<file path="config.mk">
export PLATFORM = sky130hd
export DESIGN_NAME = etph_outq
export DESIGN_NICKNAME = d
export VERILOG_FILES = /design/src/rtl/core/etph_pkg.sv /design/src/rtl/core/etph_outq.sv
export SDC_FILE = /design/constraint.sdc
export NUM_CORES = 1
export LEC_CHECK = 0
export BUFFER_PORTS_ARGS = -buffer_cell sky130_fd_sc_hd__buf_2
export CAP_MARGIN = 20
export CORE_ASPECT_RATIO = 1.5
export CORE_MARGIN = 1
export CORE_UTILIZATION = 50
export DETAILED_ROUTE_END_ITERATION = 16
export PLACE_DENSITY = 0.8
export SETUP_SLACK_MARGIN = 0.2
export SLEW_MARGIN = 25
export SYNTH_ARGS = -nofsm -noshare
export SYNTH_HDL_FRONTEND = slang
export SYNTH_SLANG_ARGS = --single-unit
</file>
<file path="constraint.sdc">
create_clock -name clk -period 3 [get_ports clk]
set_input_delay 0.15 -clock clk [delete_from_list [all_inputs] [get_ports clk]]
set_output_delay 0.15 -clock clk [all_outputs]
set_load 0.03 [all_outputs]
</file>
<file path="src/rtl/core/etph_pkg.sv">
// ----------------------------------------------------------------------------
// etph_pkg
// Types, codes and helpers of the edge transition projection histogram.
// ----------------------------------------------------------------------------
package etph_pkg;

  // Field widths
  localparam int PIX_W    = 8;
  localparam int POS_W    = 10;
  localparam int CNT_W    = 10;
  localparam int SEL_W    = 10;
  localparam int CFG_W    = 11;
  localparam int CFG_IDX_W = 2;
  // Wide enough for any clamped frame size up to 4096
  localparam int SIZE_W   = 13;

  // Default size limits
  localparam int DEF_MAX_WIDTH  = 1024;
  localparam int DEF_MAX_HEIGHT = 1024;

  localparam logic [CNT_W-1:0] COUNT_MAX = {CNT_W{1'b1}};
  localparam logic [SIZE_W-1:0] MIN_SIZE = SIZE_W'(3);

  // Register reset values
  localparam logic [CFG_W-1:0] RST_FRAME_WIDTH  = CFG_W'(640);
  localparam logic [CFG_W-1:0] RST_FRAME_HEIGHT = CFG_W'(480);
  localparam logic [PIX_W-1:0] RST_DARK_LIMIT   = PIX_W'(15);
  localparam logic [PIX_W-1:0] RST_BRIGHT_LIMIT = PIX_W'(240);

  // Register indexes
  localparam logic [CFG_IDX_W-1:0] REG_FRAME_WIDTH  = 2'd0;
  localparam logic [CFG_IDX_W-1:0] REG_FRAME_HEIGHT = 2'd1;
  localparam logic [CFG_IDX_W-1:0] REG_DARK_LIMIT   = 2'd2;
  localparam logic [CFG_IDX_W-1:0] REG_BRIGHT_LIMIT = 2'd3;

  // Opcodes and result kinds
  localparam logic OP_PIXEL    = 1'b0;
  localparam logic OP_READ     = 1'b1;
  localparam logic KIND_ROW    = 1'b0;
  localparam logic KIND_COLUMN = 1'b1;

  // Item handed from the scan stage to the column stage
  typedef struct packed {
    logic             is_pixel;
    logic             has_result;
    logic             kind;
    logic [POS_W-1:0] position;
    logic [CNT_W-1:0] row_count;
    logic             frame_end;
    logic             clear;     // first row: column entry restarts at zero
    logic             col_en;    // interior pixel: vertical compare counts
    logic             sel_ok;    // read index inside the frame width
    logic [PIX_W-1:0] pixel;
  } etph_item_t;

  // One result beat
  typedef struct packed {
    logic             kind;
    logic [POS_W-1:0] position;
    logic [CNT_W-1:0] count;
    logic             frame_end;
  } etph_result_t;

  function automatic logic etph_is_transition(
    input logic [PIX_W-1:0] a,
    input logic [PIX_W-1:0] b,
    input logic [PIX_W-1:0] dark,
    input logic [PIX_W-1:0] bright
  );
    etph_is_transition = ((a <= dark) && (b >= bright)) ||
                         ((a >= bright) && (b <= dark));
  endfunction

  function automatic logic [CNT_W-1:0] etph_sat_inc(input logic [CNT_W-1:0] c);
    etph_sat_inc = (c == COUNT_MAX) ? c : c + 1'b1;
  endfunction

endpackage

</file>
<file path="src/rtl/core/etph_outq.sv">
// ----------------------------------------------------------------------------
// etph_outq
// Three-entry result queue; holds off input when an in-flight beat has no room.
// ----------------------------------------------------------------------------
module etph_outq import etph_pkg::*; (
  input  logic         clk,
  input  logic         rst,
  input  logic         push,
  input  etph_result_t push_data,
  input  logic         out_stall,
  output logic         out_valid,
  output etph_result_t out_data,
  output logic         in_stall
);

  localparam int DEPTH = 3;
  localparam int PW    = $clog2(DEPTH);

  etph_result_t     entries [DEPTH];
  logic [PW-1:0]    wr_ptr, rd_ptr;
  logic [PW:0]      level, level_next;
  logic             pop;

  // Pointer wrap
  function automatic logic [PW-1:0] ptr_inc(input logic [PW-1:0] p);
    ptr_inc = (p == PW'(DEPTH - 1)) ? '0 : p + 1'b1;
  endfunction

  assign out_valid = (level != '0);
  assign out_data  = entries[rd_ptr];
  assign pop       = out_valid && !out_stall;
  // An item accepted now pushes in the cycle after the beat now in the column stage
  assign in_stall  = ((PW+1)'(level) + (PW+1)'(push)) >= (PW+1)'(DEPTH);

  always_comb begin
    level_next = level + (PW+1)'(push) - (PW+1)'(pop);
  end

  always_ff @(posedge clk) begin
    if (rst) begin
      wr_ptr <= '0;
      rd_ptr <= '0;
      level  <= '0;
    end else begin
      level <= level_next;
      if (push) begin
        wr_ptr <= ptr_inc(wr_ptr);
      end
      if (pop) begin
        rd_ptr <= ptr_inc(rd_ptr);
      end
    end
    if (push) begin
      entries[wr_ptr] <= push_data;
    end
  end

endmodule

</file>
==> impl_results.md, run 1 <==
- Initial Util: 0.516
- Synth cell types: 21
- Chip height: 93.9 µm
- Worst Path Max Fanout: 22
- Critical Path AT: 1.55 ns
- Final setup violation count: 0
- Internal power: 1940 µW
- GRT Total Usage: 0.161
- WHS Path Cells: 1
- CP Data Required Time: 2.85 ns
- Post-synthesis async set-or-reset flop share: 0
- Number of DRC markers in iteration 0: 58
- Switching power: 892 µW
- Reg power frac: 0.439
- Combinational power share: 0.282
- Shortest clock period the worst path allows after layout: 1.70 ns
- Placer Congestion: 0.741
- Seq cells post-synth: 75
- TritonCTS Sinks: 75
- Synth top area cells: edfxtp_1 70%, mux2i_1 7.8%, dfxtp_1 6.4%, o21ai_1 3.6%, nand2_1 3.2%
- Cell area after synthesis: 2810 µm²
- DP Area: 3150 µm²
- Max-cap violations: 0
- CTS clk-pin slew, worst paths: 0.07 ns
- Final hold slack: 0.0135 ns
- Clock root buffer: clkbuf_8
- Via/cell ratio: 4.95
- RSZ-0062 raised after global routing: no
- Number of synthesized flops with an enable pin: 66
- Worst Tran Pin Value: 0.733 ns
- Hold Path Class: input pin to flip-flop
- CORE AREA: 5450 µm²
- Via count: 1559
- Max-slew violation count: 0
- Clock skew: 0.00578 ns
- Clock share of power: 0.279
- Synthesis-to-finish area growth: 20.5%
- Leakage: 0.00124 µW
- H-tree depth: 3
- Hold Vio Cnt, Final: 0
- R2R setup slack: 1.34 ns
- Total grt overflow: 0
- Largest area contributor in the netlist: edfxtp_1
- Drt wl/cell: 13.7 µm
- Crit Path Category: flip-flop to output pin
- Final worst setup slack: 1.30 ns
- Mux contribution to synthesized area: 0.0823
- Post-Synth Simple-Gate Area: 0.0551
- Startpoint Class: flip-flop
- Layout cells sized above 1: 0.302
- Post-Syn Instances: 180
- Setup total negative slack: 0 ns
- Compound-Gate Fraction of Synth Area: 0.0507
- Power, Total: 2840 µW
- HPWL after DPL: 2790 µm
- Sequential fraction of the synthesis area: 0.768
- Peak supply drop: 0.536 mV
- F_max: 587 MHz
- Antenna-violating nets left: 0
- Xor/xnor share of the synthesized area: 0.00622
- Antenna violations before repair: 0
- I/O Pins: 50
- Die Area: 5940 µm²
- Largest net degree at the start of global routing: 45
- Synth Area in Adders: 0.0178
- Port Buffer Count: 49
- Clock Latency Late Sink: 0.34 ns
- Vias in the first global route: 1556
- Nets: 270
- Final WL: 4300 µm
- Width of the chip: 63.3 µm
- PwrDens: 836 nW/µm²
- Status: completed
- Post-synth top flop: edfxtp_1
- Main combinational cell family by area after synthesis: multiplexers
- Final worst-path cycle share: 0.568
- Crit. End Element: output pin
- DR pass1 iterations: 4
- Post-Place Worst Slack: 1.33 ns
- First-pass GRT wire length: 6770 µm
- Yosys Warn Count: 0
- PostCTS Resize Cnt: 0
- Post-route cell area: 3390 µm²
- Total setup buffers inserted after CTS: 0
- Synth Area per Inst: 15.6 µm²
- Diodes inserted: 0
- Top-area cell type share of the netlist area: 0.704
- Slew headroom: 0.510
- Clock buffer depth: 2
- Detailed-route DRC error count: 0
- Cts bufs inserted: 9
- Cells on worst reg2reg path: 2
- Fill count: 421
- CTS tree: built
- Switching Fraction: 0.315
- Syn Nets: 210
- Rows: 33
-- worst paths after layout --
kind / from / endpoint
max: flip-flop / out_data[1]
min: push_data[18] / entries[2][18]
max reg2reg: wr_ptr[1] / entries[0][10]
min reg2reg: rd_ptr[0] / rd_ptr[0]
-- repair_timing --
item	CTS	global route
hold buffers	1	2
endpoints found under the setup margin	0	0
hold endpoints to repair	1	6
-- flip-flops by register name, summed over array words and instances (netlist names), named ones only --
signal   count
level        3
entries     66
wr_ptr       2
rd_ptr       2
-- layout make-up --
class,instances,area (µm²),share of cell area
Clock buffer,10,128,0.0376
Clock inverter,6,80.1,0.0236
Inverter,4,15.0,0.00443
Multi-Input combinational cell,93,607,0.179
Sequential cell,75,2160,0.637
Tap cell,70,87.6,0.0258
Timing Repair Buffer,57,313,0.0922
-- per-stage QoR --
step                 util  std cells
floorplan               -        180
global placement    0.579        296
detailed placement  0.579        296
CTS                 0.619        313
global route        0.622        315
finish              0.622        315
-- cell usage after synthesis, types with 2 or more instances --
cell type	instances
mux2i_1	22
edfxtp_1	66
a21oi_1	3
clkbuf_1	4
buf_4	2
ha_1	4
nor2_1	8
o21ai_1	20
o21ai_0	4
buf_2	2
inv_1	4
dfxtp_1	9
nand2_1	24
-- critical path, stage by stage, from the launching register on --
cell and delay, ns:
dfxtp_1 0.31, buf_4 0.35, mux2i_1 0.27, o21ai_0 0.10, buf_2 0.20
-- power groups by stage --
| stage | sequential [µW] | combinational (µW) | clock [µW] |
|---|---|---|---|
| after floorplan | 1260 | 604 | 0 |
| after global placement | 1260 | 788 | 0 |
| after detailed placement | 1270 | 809 | 0 |
| after CTS | 1250 | 811 | 805 |
| after global routing | 1250 | 870 | 849 |
| final | 1250 | 799 | 792 |
-- logic make-up (layout without fill, tap and decap cells) --
family,count (synthesis),count (layout)
flops,75,75
simple gates,36,36
compound gates,28,28
mux,23,23
buf+inv,12,77
fa+ha+maj,4,4
xor+xnor,2,2
-- placed cells by master, fill, tap and decap left out, drive strengths merged, types with 2 or more instances in the layout --
cell type / synthesis / final
mux2i: 22 / 22
nor2: 8 / 8
edfxtp: 66 / 66
clkinv: 0 / 4
nand2: 24 / 24
clkbuf: 4 / 10
inv: 4 / 4
bufinv: 0 / 2
ha: 4 / 4
buf: 4 / 54
o21ai: 24 / 24
dfxtp: 9 / 9
a21oi: 3 / 3
dlygate4sd3: 0 / 3
-- metal layers --
metal,up-vias,share of wire,GRT usage
li1,781,-,-
met1,727,0.37,0.155
met2,43,0.56,0.295
met3,8,0.051,0.0461
met4,0,0.022,0.102
met5,-,0,0
(Power assumes the default switching activity.)
==> inputs of run 2 (changes only) <==
- clock period: 3 -> 1.7 ns (I/O delays scaled with it)
==> run 2 against run 1 <==
Clock power up 63%. Clock skew up 0.0028 ns. Non-clock buffer count up 28. Die area unchanged. Via count up 9.7%. Sequential power up 81%. Worst hold slack better by 0.062 ns. Global-route usage up 0.96 points. Clock-buffer cell count down 1. Critical path type unchanged.
==> impl_results.md, run 2 (same netlist as run 1, synthesis figures left out) <==
- Layout cells sized above 1: 0.333 (+0.0313)
- Peak supply drop: 1.11 mV (+110%)
- Final worst-path cycle share: 0.892
- Most common cell after layout, fill and taps aside: edfxtp_1
- Total grt overflow: 0 (unchanged)
- Nets: 298 (+10%)
- Hold Vio Cnt, Final: 0 (unchanged)
- Largest net degree at the start of global routing: 39 (-13%)
- CTS tree: built
- HPWL after DPL: 2880 µm (+3.0%)
- Hold Path Class: input pin to flip-flop
- Placer Congestion: 0.737 (-0.58%)
- Shortest clock period the worst path allows after layout: 1.52 ns
- Leakage: 0.00139 µW (+12%)
- Setup total negative slack: 0 ns (unchanged)
- Post-route cell area: 3800 µm² (+12%)
- Clock buffer depth: 2 (unchanged)
- Via/cell ratio: 4.99 (+0.79%)
- Clock Latency Late Sink: 0.34 ns (about the same)
- H-tree depth: 3 (unchanged)
- Cts bufs inserted: 9 (unchanged)
- Power, Total: 5290 µW (+86%)
- Clock root buffer: clkbuf_8
- DR pass1 iterations: 5 (+1)
- Worst Tran Pin Value: 0.292 ns (-0.441 ns)
- Status: completed
- Die Area: 5940 µm² (unchanged)
- DP Area: 3210 µm² (+1.7%)
- Critical Path AT: 1.43 ns (-0.12 ns)
- Post-layout util: 0.698 (+0.0755)
- Via count: 1711 (+9.7%)
- Most frequent cells in the layout: 66 x edfxtp_1, 40 x buf_2, 24 x nand2_1
- Rows: 33 (unchanged)
- Number of DRC markers in iteration 0: 71 (+22%)
- Width of the chip: 63.3 µm (unchanged)
- CORE AREA: 5450 µm² (unchanged)
- Diodes inserted: 0 (unchanged)
- Drt wl/cell: 14.9 µm (+9.3%)
- Chip height: 93.9 µm (unchanged)
- CTS clk-pin slew, worst paths: 0.07 ns (about the same)
- Crit. End Element: output pin
- Max-slew violation count: 0 (unchanged)
- Antenna-violating nets left: 0 (unchanged)
- Initial Util: 0.516 (unchanged)
- Final WL: 5120 µm (+19%)
- Final worst setup slack: 0.183 ns (-1.11 ns)
- Max reg flops: 66 (unchanged)
- I/O Pins: 50 (unchanged)
- Max-cap violations: 0 (unchanged)
- PwrDens: 1390 nW/µm² (+66%)
- TritonCTS Sinks: 75 (unchanged)
- Antenna violations before repair: 0 (unchanged)
- Slew headroom: 0.804 (+0.295)
- Clock skew: 0.00856 ns (+0.00278 ns)
- First-pass GRT wire length: 7230 µm (+6.8%)
- Crit Path Category: flip-flop to output pin
- Synthesis-to-finish area growth: 35.2%
- Port Buffer Count: 49 (unchanged)
- Final setup violation count: 0 (unchanged)
- Worst Path Max Fanout: 2 (-91%)
- Biggest regs: entries x66, level x3
- GRT Total Usage: 0.170 (+0.00962)
- F_max: 659 MHz
- Detailed-route DRC error count: 0 (unchanged)
- RSZ-0062 raised after global routing: yes
- CP Data Required Time: 1.62 ns (-1.23 ns)
- Post-Place Worst Slack: 0.311 ns (-1.02 ns)
- Vias in the first global route: 1573 (+1.1%)
- Top reg by flops: entries
- Startpoint Class: flip-flop
-- run 2: timing repair --
item,in CTS,in global routing
resized for setup,8,20
hold endpoints to repair,72,0
gates cloned,0,4
hold buffers,23,0
endpoints found under the setup margin,22,23
setup buffers,1,0
-- run 2: stage by stage --
step | hold WS (ns) | instances
5_1_grt | 0.0855 | 343
3_5_place_dp | 0.288 | 299
6_report | 0.0757 | 343
4_1_cts | 0.0551 | 339
3_3_place_gp | 0.283 | 299
2_1_floorplan | 0.152 | 180
-- run 2: critical path: stages (launching register included) --
cell     delay (ns)
dfxtp_2        0.33
ha_4           0.16
ha_4           0.16
xor2_2         0.15
a21o_1         0.17
buf_6          0.13
-- run 2: cell type report --
| class | count | area (µm²) |
|---|---|---|
| Multi-Input combinational cell | 93 | 657 |
| Timing Repair Buffer | 85 | 681 |
| Fill cell | 383 | 1650 |
| Clock inverter | 7 | 68.8 |
| Sequential cell | 75 | 2170 |
| Tap cell | 70 | 87.6 |
| Clock buffer | 9 | 124 |
| Inverter | 4 | 15.0 |
-- run 2: per-layer routing --
metal  up-vias  global-route usage  wire length, µm
met1       827               0.180             2000
met4         0               0.106              134
met3         9              0.0449              152
li1        839                   -                -
met5         -                   0                0
met2        36               0.299             2830
-- run 2: final timing paths --
kind | slack (ns) | start | end | cells past startpoint
min reg2reg | 0.51 | rd_ptr[0] | flip-flop | 2
min | 0.08 | out_stall | flip-flop | 3
max | 0.18 | level[0] | in_stall | 5
max reg2reg | 0.25 | level[0] | level[2] | 7
-- run 2: power by group --
| group | internal (µW) | switching (µW) | leakage [µW] |
|---|---|---|---|
| clock network | 672 | 619 | 0.0000966 |
| registers | 2150 | 106 | 0.000686 |
| logic | 755 | 983 | 0.000606 |
| total | 3580 | 1710 | 0.00139 |
