===== config.mk =====
export PLATFORM = sky130hd
export DESIGN_NAME = etph_scan
export DESIGN_NICKNAME = d
export VERILOG_FILES = /design/src/rtl/core/etph_pkg.sv /design/src/rtl/core/etph_scan.sv
export SDC_FILE = /design/constraint.sdc
export NUM_CORES = 1
export LEC_CHECK = 0
export BUFFER_PORTS_ARGS = -buffer_cell sky130_fd_sc_hd__buf_4
export CORE_ASPECT_RATIO = 0.7
export CORE_MARGIN = 10
export CORE_UTILIZATION = 40
export CTS_BUF_LIST = sky130_fd_sc_hd__clkbuf_2 sky130_fd_sc_hd__clkbuf_4 sky130_fd_sc_hd__clkbuf_8
export CTS_CLUSTER_SIZE = 10
export DETAILED_ROUTE_END_ITERATION = 10
export HOLD_SLACK_MARGIN = 0.03
export SYNTH_ARGS = -nofsm -noshare
export SYNTH_HDL_FRONTEND = slang
export SYNTH_SLANG_ARGS = --single-unit

===== constraint.sdc =====
create_clock -name clk -period 3.6 [get_ports clk]
set_clock_uncertainty 0.15 [all_clocks]
set_input_delay 0.36 -clock clk [delete_from_list [all_inputs] [get_ports clk]]
set_output_delay 0.36 -clock clk [all_outputs]
set_load 0.03 [all_outputs]

===== src/rtl/core/etph_pkg.sv =====
// ----------------------------------------------------------------------------
// etph_pkg
// Types, codes and helpers of the edge transition projection histogram.
// ----------------------------------------------------------------------------
package etph_pkg;

  // Field widths
  localparam int PIX_W    = 8;
  localparam int POS_W    = 10;
  localparam int CNT_W    = 10;
  localparam int SEL_W    = 10;
  localparam int CFG_W    = 11;
  localparam int CFG_IDX_W = 2;
  // Wide enough for any clamped frame size up to 4096
  localparam int SIZE_W   = 13;

  // Default size limits
  localparam int DEF_MAX_WIDTH  = 1024;
  localparam int DEF_MAX_HEIGHT = 1024;

  localparam logic [CNT_W-1:0] COUNT_MAX = {CNT_W{1'b1}};
  localparam logic [SIZE_W-1:0] MIN_SIZE = SIZE_W'(3);

  // Register reset values
  localparam logic [CFG_W-1:0] RST_FRAME_WIDTH  = CFG_W'(640);
  localparam logic [CFG_W-1:0] RST_FRAME_HEIGHT = CFG_W'(480);
  localparam logic [PIX_W-1:0] RST_DARK_LIMIT   = PIX_W'(15);
  localparam logic [PIX_W-1:0] RST_BRIGHT_LIMIT = PIX_W'(240);

  // Register indexes
  localparam logic [CFG_IDX_W-1:0] REG_FRAME_WIDTH  = 2'd0;
  localparam logic [CFG_IDX_W-1:0] REG_FRAME_HEIGHT = 2'd1;
  localparam logic [CFG_IDX_W-1:0] REG_DARK_LIMIT   = 2'd2;
  localparam logic [CFG_IDX_W-1:0] REG_BRIGHT_LIMIT = 2'd3;

  // Opcodes and result kinds
  localparam logic OP_PIXEL    = 1'b0;
  localparam logic OP_READ     = 1'b1;
  localparam logic KIND_ROW    = 1'b0;
  localparam logic KIND_COLUMN = 1'b1;

  // Item handed from the scan stage to the column stage
  typedef struct packed {
    logic             is_pixel;
    logic             has_result;
    logic             kind;
    logic [POS_W-1:0] position;
    logic [CNT_W-1:0] row_count;
    logic             frame_end;
    logic             clear;     // first row: column entry restarts at zero
    logic             col_en;    // interior pixel: vertical compare counts
    logic             sel_ok;    // read index inside the frame width
    logic [PIX_W-1:0] pixel;
  } etph_item_t;

  // One result beat
  typedef struct packed {
    logic             kind;
    logic [POS_W-1:0] position;
    logic [CNT_W-1:0] count;
    logic             frame_end;
  } etph_result_t;

  function automatic logic etph_is_transition(
    input logic [PIX_W-1:0] a,
    input logic [PIX_W-1:0] b,
    input logic [PIX_W-1:0] dark,
    input logic [PIX_W-1:0] bright
  );
    etph_is_transition = ((a <= dark) && (b >= bright)) ||
                         ((a >= bright) && (b <= dark));
  endfunction

  function automatic logic [CNT_W-1:0] etph_sat_inc(input logic [CNT_W-1:0] c);
    etph_sat_inc = (c == COUNT_MAX) ? c : c + 1'b1;
  endfunction

endpackage


===== src/rtl/core/etph_scan.sv =====
// ----------------------------------------------------------------------------
// etph_scan
// Raster position tracking and row transition count, first pipeline stage.
// ----------------------------------------------------------------------------
module etph_scan import etph_pkg::*; #(
  parameter int MAX_WIDTH  = DEF_MAX_WIDTH,
  parameter int MAX_HEIGHT = DEF_MAX_HEIGHT,
  localparam int XW = $clog2(MAX_WIDTH),
  localparam int YW = $clog2(MAX_HEIGHT)
) (
  input  logic              clk,
  input  logic              rst,
  input  logic              accept,
  input  logic              opcode,
  input  logic [PIX_W-1:0]  pixel_value,
  input  logic [SEL_W-1:0]  column_select,
  input  logic [SIZE_W-1:0] width_eff,
  input  logic [SIZE_W-1:0] height_eff,
  input  logic [PIX_W-1:0]  dark_limit,
  input  logic [PIX_W-1:0]  bright_limit,
  output etph_item_t        item,
  output logic [XW-1:0]     addr
);

  logic [XW-1:0]    column_position, column_position_next;
  logic [YW-1:0]    row_position, row_position_next;
  logic [PIX_W-1:0] left_pixel;
  logic [CNT_W-1:0] row_accumulator, row_accumulator_next;
  logic [CNT_W-1:0] acc_hit;
  logic             x_in, y_in, row_hit, row_end, last_row;

  // Interior test, row end and row count
  always_comb begin
    x_in     = (column_position != '0) &&
               (SIZE_W'(column_position) + SIZE_W'(2) <= width_eff);
    y_in     = (row_position != '0) &&
               (SIZE_W'(row_position) + SIZE_W'(2) <= height_eff);
    row_hit  = x_in && y_in &&
               etph_is_transition(left_pixel, pixel_value, dark_limit, bright_limit);
    acc_hit  = row_hit ? etph_sat_inc(row_accumulator) : row_accumulator;
    row_end  = (SIZE_W'(column_position) + SIZE_W'(1) >= width_eff);
    last_row = (SIZE_W'(row_position) + SIZE_W'(1) >= height_eff);
  end

  // Next position and accumulator
  always_comb begin
    column_position_next = column_position;
    row_position_next    = row_position;
    row_accumulator_next = row_accumulator;
    if (accept && (opcode == OP_PIXEL)) begin
      if (row_end) begin
        column_position_next = '0;
        row_position_next    = last_row ? '0 : row_position + 1'b1;
        row_accumulator_next = '0;
      end else begin
        column_position_next = column_position + 1'b1;
        row_accumulator_next = acc_hit;
      end
    end
  end

  always_ff @(posedge clk) begin
    if (rst) begin
      column_position <= '0;
      row_position    <= '0;
      row_accumulator <= '0;
      left_pixel      <= '0;
    end else begin
      column_position <= column_position_next;
      row_position    <= row_position_next;
      row_accumulator <= row_accumulator_next;
      if (accept && (opcode == OP_PIXEL)) begin
        left_pixel <= pixel_value;
      end
    end
  end

  // Item for the column stage; memory address is column or read index
  always_comb begin
    item.is_pixel  = (opcode == OP_PIXEL);
    item.pixel     = pixel_value;
    item.clear     = (row_position == '0);
    item.col_en    = x_in && y_in;
    item.sel_ok    = (SIZE_W'(column_select) < width_eff);
    item.row_count = acc_hit;
    if (opcode == OP_PIXEL) begin
      item.has_result = row_end;
      item.kind       = KIND_ROW;
      item.position   = POS_W'(row_position);
      item.frame_end  = last_row;
      addr            = column_position;
    end else begin
      item.has_result = 1'b1;
      item.kind       = KIND_COLUMN;
      item.position   = POS_W'(column_select);
      item.frame_end  = 1'b0;
      addr            = XW'(column_select);
    end
  end

endmodule


==> metrics.cfg, run 1 <==
[outcome]
status = finished with violations
violations = setup timing

[logic_synthesis]
async_flop_share = 0
ys_ff_latch = 38
syn_area_um2 = 4698
synth_warnings = 0
avgSynthCellArea_um2 = 7.410
synth_flop_cell = dfxtp_1
synthDistinctLibCells = 58
ys_seq_area_frac = 0.1619
syn_inst = 634
synth.net_count = 790
synth_edf_count = 0

[sta]
fin_ws_ns = -0.3177
final_max_slew_viol_count = 0
slew-limit-headroom = 0.5535
period_needed_ns = 3.918
max_clock_freq_ghz = 0.2553
setup_viol = 11
min_period_over_period = 1.088
rsz0062_at_grt = true
tightest_slew_ns = 0.6667
hold_violations = 0

[die]
coreArea_um2 = 11600
fp.dieW_um = 149.5
die_height_um = 110.7
io_pins = 109
initial_utilization = 0.4049
rows = 33
dieArea_um2 = 16550

[detailed_routing]
vias_per_cell = 5.471
wl_met2_mm = 7.563
wl_met1_mm = 7.660
routed.top_layer = met4
firstDrtPassIters = 5
routed_wl_mm = 16.37
routedWlPerCell_um = 17.29
wl_met3_mm = 1.022
drcViolationCount = 0
first_iter_violations = 358
vias = 5181
final_antenna_net_count = 0

[global_routing]
grt_overflow = 0
grt_usage = 0.1848
grt_pass1_wl_mm = 25.48
antenna_found_initial = 0
grt_max_degree = 35
grt_pass1_vias = 4981

[placed_design]
dpl_worst_slack_ns = -0.07550
gp_congestion = 0.9618
port_buffers = 108
hpwl_mm = 13.06

[critical_path]
cp_max_fo = 7
path_cells = ha_4 > and3_4 > and3_4 > xnor2_2 > ha_1 > a21oi_2 > nand2_1 > a211o_1 > a31o_1 > a221o_2 > buf_12 > nor3_4 > xor2_4 > buf_6
critPathKind = register to primary output
arrival_ns = 3.41
critPathMaxStageDelay_ns = 0.37
cp.depth = 14
critPathCaptureType = primary output
crit_top_cell = and3_4
rr_worst_depth = 15
crit_family = compound AO/OA/AOI/OAI gates
path_buf_inv = 2
critPathSlowestCell = a221o_2
startpoint_type = register
worst_ep_required_time_ns = 3.09

[power_and_ir_drop]
power-per-cell-area_nw_per_um2 = 167.9
p_sw_uw = 395.9
irDropWorstVdd_v = 0.0001255
p_clk_frac = 0.296
combinationalPowerShare = 0.324
p_seq_frac = 0.380
power_leakage_nw = 3.159
switching_share = 0.3495
total_power_mw = 1.133
intPower_uw = 736.8

[hold_path]
hold_path.class = input port to register
hold_depth = 3

[final_layout]
antenna_cells = 0
finalNetCount = 945
drive_gt1_frac = 0.3392
fillerInstances = 1094
area.growth.synth_to_final_pct = 43.60

[flow_run]
max-cap-violations = 0

[cts]
clk_pin_slew_ns = 0.08
cts_inserted_buffers = 5
htreeDepth = 2
tritoncts = built
ctsRootBufferMaster = clkbuf_8
cts_num_sinks = 38
clk_path_buf_depth = 2
clk-insertion-delay-late_ns = 0.31
cts_hold_buf = 0

[final timing paths]
kind,from,to,slack (ns)
max reg2reg,column_position[1],row_accumulator[4],0.07
min,pixel_value[1],left_pixel[1],0.18
max,column_position[1],item[17],-0.32
min reg2reg,left_pixel[0],left_pixel[0],0.32
[state kept, by name, indices dropped and copies added (netlist names)]
| register | count |
|---|---|
| column_position | 10 |
| left_pixel | 8 |
| row_position | 10 |
| row_accumulator | 10 |
[cell usage in the layout (no fill, tap or decap), types with 4 or more instances in the layout]
cell,n
xnor2_2,5
o21ai_0,35
o32ai_1,4
and4_1,4
o21a_1,4
a41oi_1,7
nor3_1,9
a31oi_1,5
buf_6,15
nand3_1,30
a21oi_1,46
nor2_2,7
and3_4,4
nor4_2,4
nor2b_1,5
and3_1,6
a21o_1,7
and2_1,9
xor2_1,4
inv_1,63
nor2_1,20
dfxtp_1,34
buf_4,166
ha_1,89
xor2_4,4
nand4_1,6
nand2_1,73
clkbuf_8,6
or4_1,4
xnor2_1,21
dfxtp_2,4
nor3_4,5
[layout make-up]
type,count,area [um^2],share of cell area
clock buffers,7,90.09,0.01335
multi-input cells,497,3999,0.5927
repair buffers,183,1450,0.2149
inverters,64,240.2,0.03561
well taps,157,196.4,0.02912
clock inverters,1,5.005,0.0007418
flip-flops and latches,38,765.7,0.1135
[metal layers]
layer  vias up  global-route usage
li1       2579                   -
met1      2413              0.2613
met5         -                   0
met4         0             0.02479
met3        13             0.03263
met2       176              0.2903
[power groups by stage]
stage          Clock [mW]  Sequential (mW)  Combinational [mW]
6_report            0.335            0.430               0.367
4_1_cts             0.343            0.430               0.358
3_5_place_dp            0            0.440               0.352
5_1_grt             0.358            0.431               0.408
3_3_place_gp            0            0.439               0.345
2_1_floorplan           0            0.439               0.207
[cell usage after synthesis (2+ instances only)]
library cell | count | share of area
a41oi_1 | 9 | 0.017
o21a_1 | 4 | 0.0064
nor3b_1 | 2 | 0.0032
a211o_1 | 2 | 0.0037
a211oi_1 | 3 | 0.0048
and4_1 | 5 | 0.0093
xor2_1 | 8 | 0.015
and2_1 | 9 | 0.012
nand2b_1 | 2 | 0.0027
clkbuf_1 | 18 | 0.014
nor3_1 | 14 | 0.015
and2_0 | 2 | 0.0027
and3_1 | 10 | 0.013
inv_1 | 64 | 0.051
buf_2 | 6 | 0.0064
a31oi_1 | 10 | 0.013
o2111ai_1 | 2 | 0.0037
a311oi_1 | 5 | 0.0093
nand4_1 | 6 | 0.0080
o32ai_1 | 5 | 0.0093
nor4_1 | 7 | 0.0093
or3_1 | 3 | 0.0040
o311ai_0 | 4 | 0.0075
nand3_1 | 34 | 0.036
buf_4 | 10 | 0.016
o22ai_1 | 3 | 0.0040
o31ai_1 | 2 | 0.0032
or4_1 | 5 | 0.0080
o21ai_0 | 36 | 0.038
or2_2 | 3 | 0.0040
a21oi_1 | 47 | 0.050
dfxtp_1 | 38 | 0.16
a21boi_0 | 3 | 0.0048
nand2_1 | 76 | 0.061
nor2_1 | 26 | 0.021
ha_1 | 92 | 0.25
a21o_1 | 7 | 0.011
nor2b_1 | 6 | 0.0080
xnor2_1 | 27 | 0.050
[cell families after synthesis]
family / after synthesis / synth area share
XOR/XNOR: 35 / 0.06525
buffers and inverters: 99 / 0.08868
flip-flops: 38 / 0.1619
adder cells (fa/ha/maj): 92 / 0.2450
AO/OA/AOI/OAI: 156 / 0.2138
AND/OR/NAND/NOR: 213 / 0.2229
multiplexers: 1 / 0.002397
[through the flow]
step                      setup TNS (ns)  hold slack, ns    util  instance area (um^2)  std cells
after global placement          -0.06380          0.2976  0.5342                  6198        927
after CTS                         -3.553          0.1721  0.5560                  6451        941
final                             -2.936          0.1793  0.5815                  6746        947
after floorplan                 -0.02417          0.2863       -                  4883        634
after global routing              -4.397          0.1828  0.5815                  6746        947
after detailed placement         -0.5151          0.3071  0.5342                  6198        927
[worst register-to-register path, stage by stage (launching register included)]
cell and delay [ns]:
dfxtp_2 0.34, ha_4 0.15, and3_4 0.17, and3_4 0.19
xnor2_2 0.12, ha_1 0.35, a21oi_2 0.16, nand2_1 0.06
a211o_1 0.26, a31o_1 0.22, a221o_2 0.37, buf_12 0.17
buf_4 0.14, buf_6 0.12, or4_4 0.40, o311ai_1 0.08
[timing repair]
item / 4_1_cts / 5_1_grt
setup buffers: 6 / 7
pin swaps: 16 / 26
endpoints found under the setup margin: 19 / 33
gates resized for setup: 22 / 55
endpoints found under the hold margin: 0 / 0
Note: power is estimated with default switching activity, not from simulation.
==> run 2: changes to the inputs <==
- PLACE_DENSITY: not set -> 0.63
- RECOVER_POWER: not set -> 25
- SKIP_LAST_GASP: not set -> 1
==> run 2 against run 1 <==
Against the previous run:
- the run still ends with setup timing left
- setup slack lost 0.019 ns
- critical endpoint unchanged
- highest routed layer unchanged
- first-iteration DRC count down 0.56%
- global-route usage decreased by 0.36 points
==> metrics.cfg, run 2 (synthesis gave the netlist of run 1 again) <==
[final_layout]
fillerInstances = 1046  ; -4.4%
multi_input_area_um2 = 4006  ; +0.19%
layout_common_cells = buf_4 (158), ha_1 (87), nand2_1 (74)
finish.utilization = 0.5775  ; -0.003990
finalNetCount = 944  ; -0.11%
antenna_cells = 0  ; unchanged
largestRegisters = column_position: 10 flops, row_accumulator: 10 flops, row_position: 10 flops
drive_gt1_frac = 0.3211  ; -0.01817
stdcell_count = 945  ; -0.21%
final_common_cell = buf_4
area.growth.synth_to_final_pct = 42.61
seqCellArea_um2 = 772.0  ; +0.82%

[sta]
period_needed_ns = 3.937  ; +0.01888 ns
fin_ws_ns = -0.3365  ; -0.01888 ns
setup_viol = 13  ; +2
min_period_over_period = 1.093  ; +0.005244
hold_violations = 0  ; unchanged
max_clock_freq_ghz = 0.2540  ; -0.48%
final_max_slew_viol_count = 0  ; unchanged
tightest_slew_ns = 1.214  ; +0.5474 ns
rsz0062_at_grt = true
tns_ns = -2.971  ; -0.03474 ns
slew-limit-headroom = 0.1906  ; -0.3629

[detailed_routing]
routedWlPerCell_um = 16.78  ; -2.9%
firstDrtPassIters = 5  ; unchanged
vias = 5151  ; -0.58%
vias_per_cell = 5.451  ; -0.37%
routed_wl_mm = 15.86  ; -3.1%
drcViolationCount = 0  ; unchanged
first_iter_violations = 356  ; -0.56%
final_antenna_net_count = 0  ; unchanged

[die]
coreArea_um2 = 11600  ; unchanged
die_height_um = 110.7  ; unchanged
dieArea_um2 = 16550  ; unchanged
rows = 33  ; unchanged
initial_utilization = 0.4049  ; unchanged
fp.dieW_um = 149.5  ; unchanged
io_pins = 109  ; unchanged

[power_and_ir_drop]
p_sw_uw = 385.2  ; -2.7%
p_seq_frac = 0.365  ; -0.015
p_clk_frac = 0.332  ; +0.036
power-per-cell-area_nw_per_um2 = 175.7  ; +4.6%
switching_share = 0.3273  ; -0.02226
combinationalPowerShare = 0.304  ; -0.020
intPower_uw = 791.8  ; +7.5%
irDropWorstVdd_v = 0.0001410  ; +12%
power_leakage_nw = 3.124  ; -1.1%

[hold_path]
hold_path.class = input port to register
min_from = pixel_value[0]

[critical_path]
crit_family = compound AO/OA/AOI/OAI gates
critPathCaptureType = primary output
worst_ep_required_time_ns = 3.09  ; about the same
critPathKind = register to primary output
critPathMaxStageDelay_ns = 0.41  ; +0.04 ns
cp_max_fo = 5  ; -2
path_buf_inv = 5  ; +3
crit_start = column_position[1]
crit_top_cell = buf_6
worstReg2RegStart = column_position[1]
startpoint_type = register
path_cells = buf_6 > nand3_4 > buf_4 > buf_4 > nor2_4 > xnor2_1 > ha_1 > nand4_1 > nor2_1 > a211o_1 > a31o_1 > a221o_2 > buf_6 > nor3_4 > xor2_4 > buf_6
arrival_ns = 3.43  ; +0.02 ns
critPathSlowestCell = a221o_2

[flow_run]
max-cap-violations = 0  ; unchanged

[cts]
ctsRootBufferMaster = clkbuf_8
tritoncts = built
clk-insertion-delay-late_ns = 0.29  ; -0.02 ns
cts_inserted_buffers = 5  ; unchanged
clk_path_buf_depth = 2  ; unchanged
clk_pin_slew_ns = 0.08  ; about the same
cts_hold_buf = 0  ; unchanged
cts_num_sinks = 38  ; unchanged
htreeDepth = 2  ; unchanged

[placed_design]
port_buffers = 108  ; unchanged
gp_congestion = 0.9479  ; -1.4%
hpwl_mm = 12.99  ; -0.52%
placedCellCount = 926  ; -0.11%

[global_routing]
grt_overflow = 0  ; unchanged
grt_usage = 0.1812  ; -0.003600
grt_pass1_wl_mm = 25.29  ; -0.76%
grt_pass1_vias = 5120  ; +2.8%
grt_max_degree = 35  ; unchanged
antenna_found_initial = 0  ; unchanged

[outcome]
violations = setup timing
status = finished with violations

[run 2: cell types whose count changed in the layout (fill, tap and decap cells not counted), sizes merged]
cell,delta
buf,-13
bufinv,+1
clkbuf,+10
clkinv,+1
inv,-1
[run 2: worst reg2reg max path, cell delays in order (launching register included)]
cell and delay, ns:
dfxtp_4 0.37, buf_6 0.11, nand3_4 0.07, buf_4 0.15
buf_4 0.14, nor2_4 0.08, xnor2_1 0.13, ha_1 0.28
nand4_1 0.13, nor2_1 0.05, a211o_1 0.28, a31o_1 0.22
a221o_2 0.41, buf_6 0.18, buf_4 0.13, buf_4 0.15
or4_4 0.42, o311ai_2 0.07
[run 2: worst paths after layout]
check	to	slack (ns)	cells after the start
setup reg to reg	row_accumulator[3]	-0.01	17
hold / removal	left_pixel[0]	0.18	3
hold reg to reg	left_pixel[2]	0.33	2
setup / recovery	item[17]	-0.34	16
[run 2: power by group through the flow]
stage	logic (mW)	clock network, mW	registers, mW
2_1_floorplan	0.207	0	0.439
3_3_place_gp	0.342	0	0.439
3_5_place_dp	0.350	0	0.439
4_1_cts	0.356	0.396	0.429
5_1_grt	0.396	0.419	0.430
6_report	0.357	0.390	0.430
[run 2: area by class of cell]
cell class	count	share of cell area
Multi-Input combinational cell	497	0.5979
Timing Repair Buffer	181	0.2034
Sequential cell	38	0.1152
Inverter	64	0.03660
Tap cell	157	0.02932
Clock buffer	6	0.01232
Clock inverter	1	0.004482
Timing Repair inverter	1	0.0007470
[run 2: through the flow]
stage	hold slack [ns]	power, mW	setup slack, ns	instance area (um^2)
finish	0.1804	1.177	-0.3365	6700
global route	0.1729	1.245	-0.4674	6700
CTS	0.1742	1.181	-0.2946	6479
detailed placement	0.3206	0.7897	-0.1233	6178
global placement	0.2958	0.7810	-0.1149	6178
floorplan	0.2863	0.6457	-0.008868	4883
[run 2: repair_timing]
item / CTS / global route
buffers inserted: 5 / 6
setup endpoints to repair: 20 / 36
resized for setup: 38 / 41
pin swaps: 26 / 29
gates cloned: 0 / 1
[run 2: layer usage]
| metal | GRT usage | wire (um) |
|---|---|---|
| met5 | 0 | 0 |
| met3 | 0.03467 | 813 |
| met1 | 0.2445 | 7521 |
| met4 | 0.02609 | 134 |
| met2 | 0.2962 | 7386 |
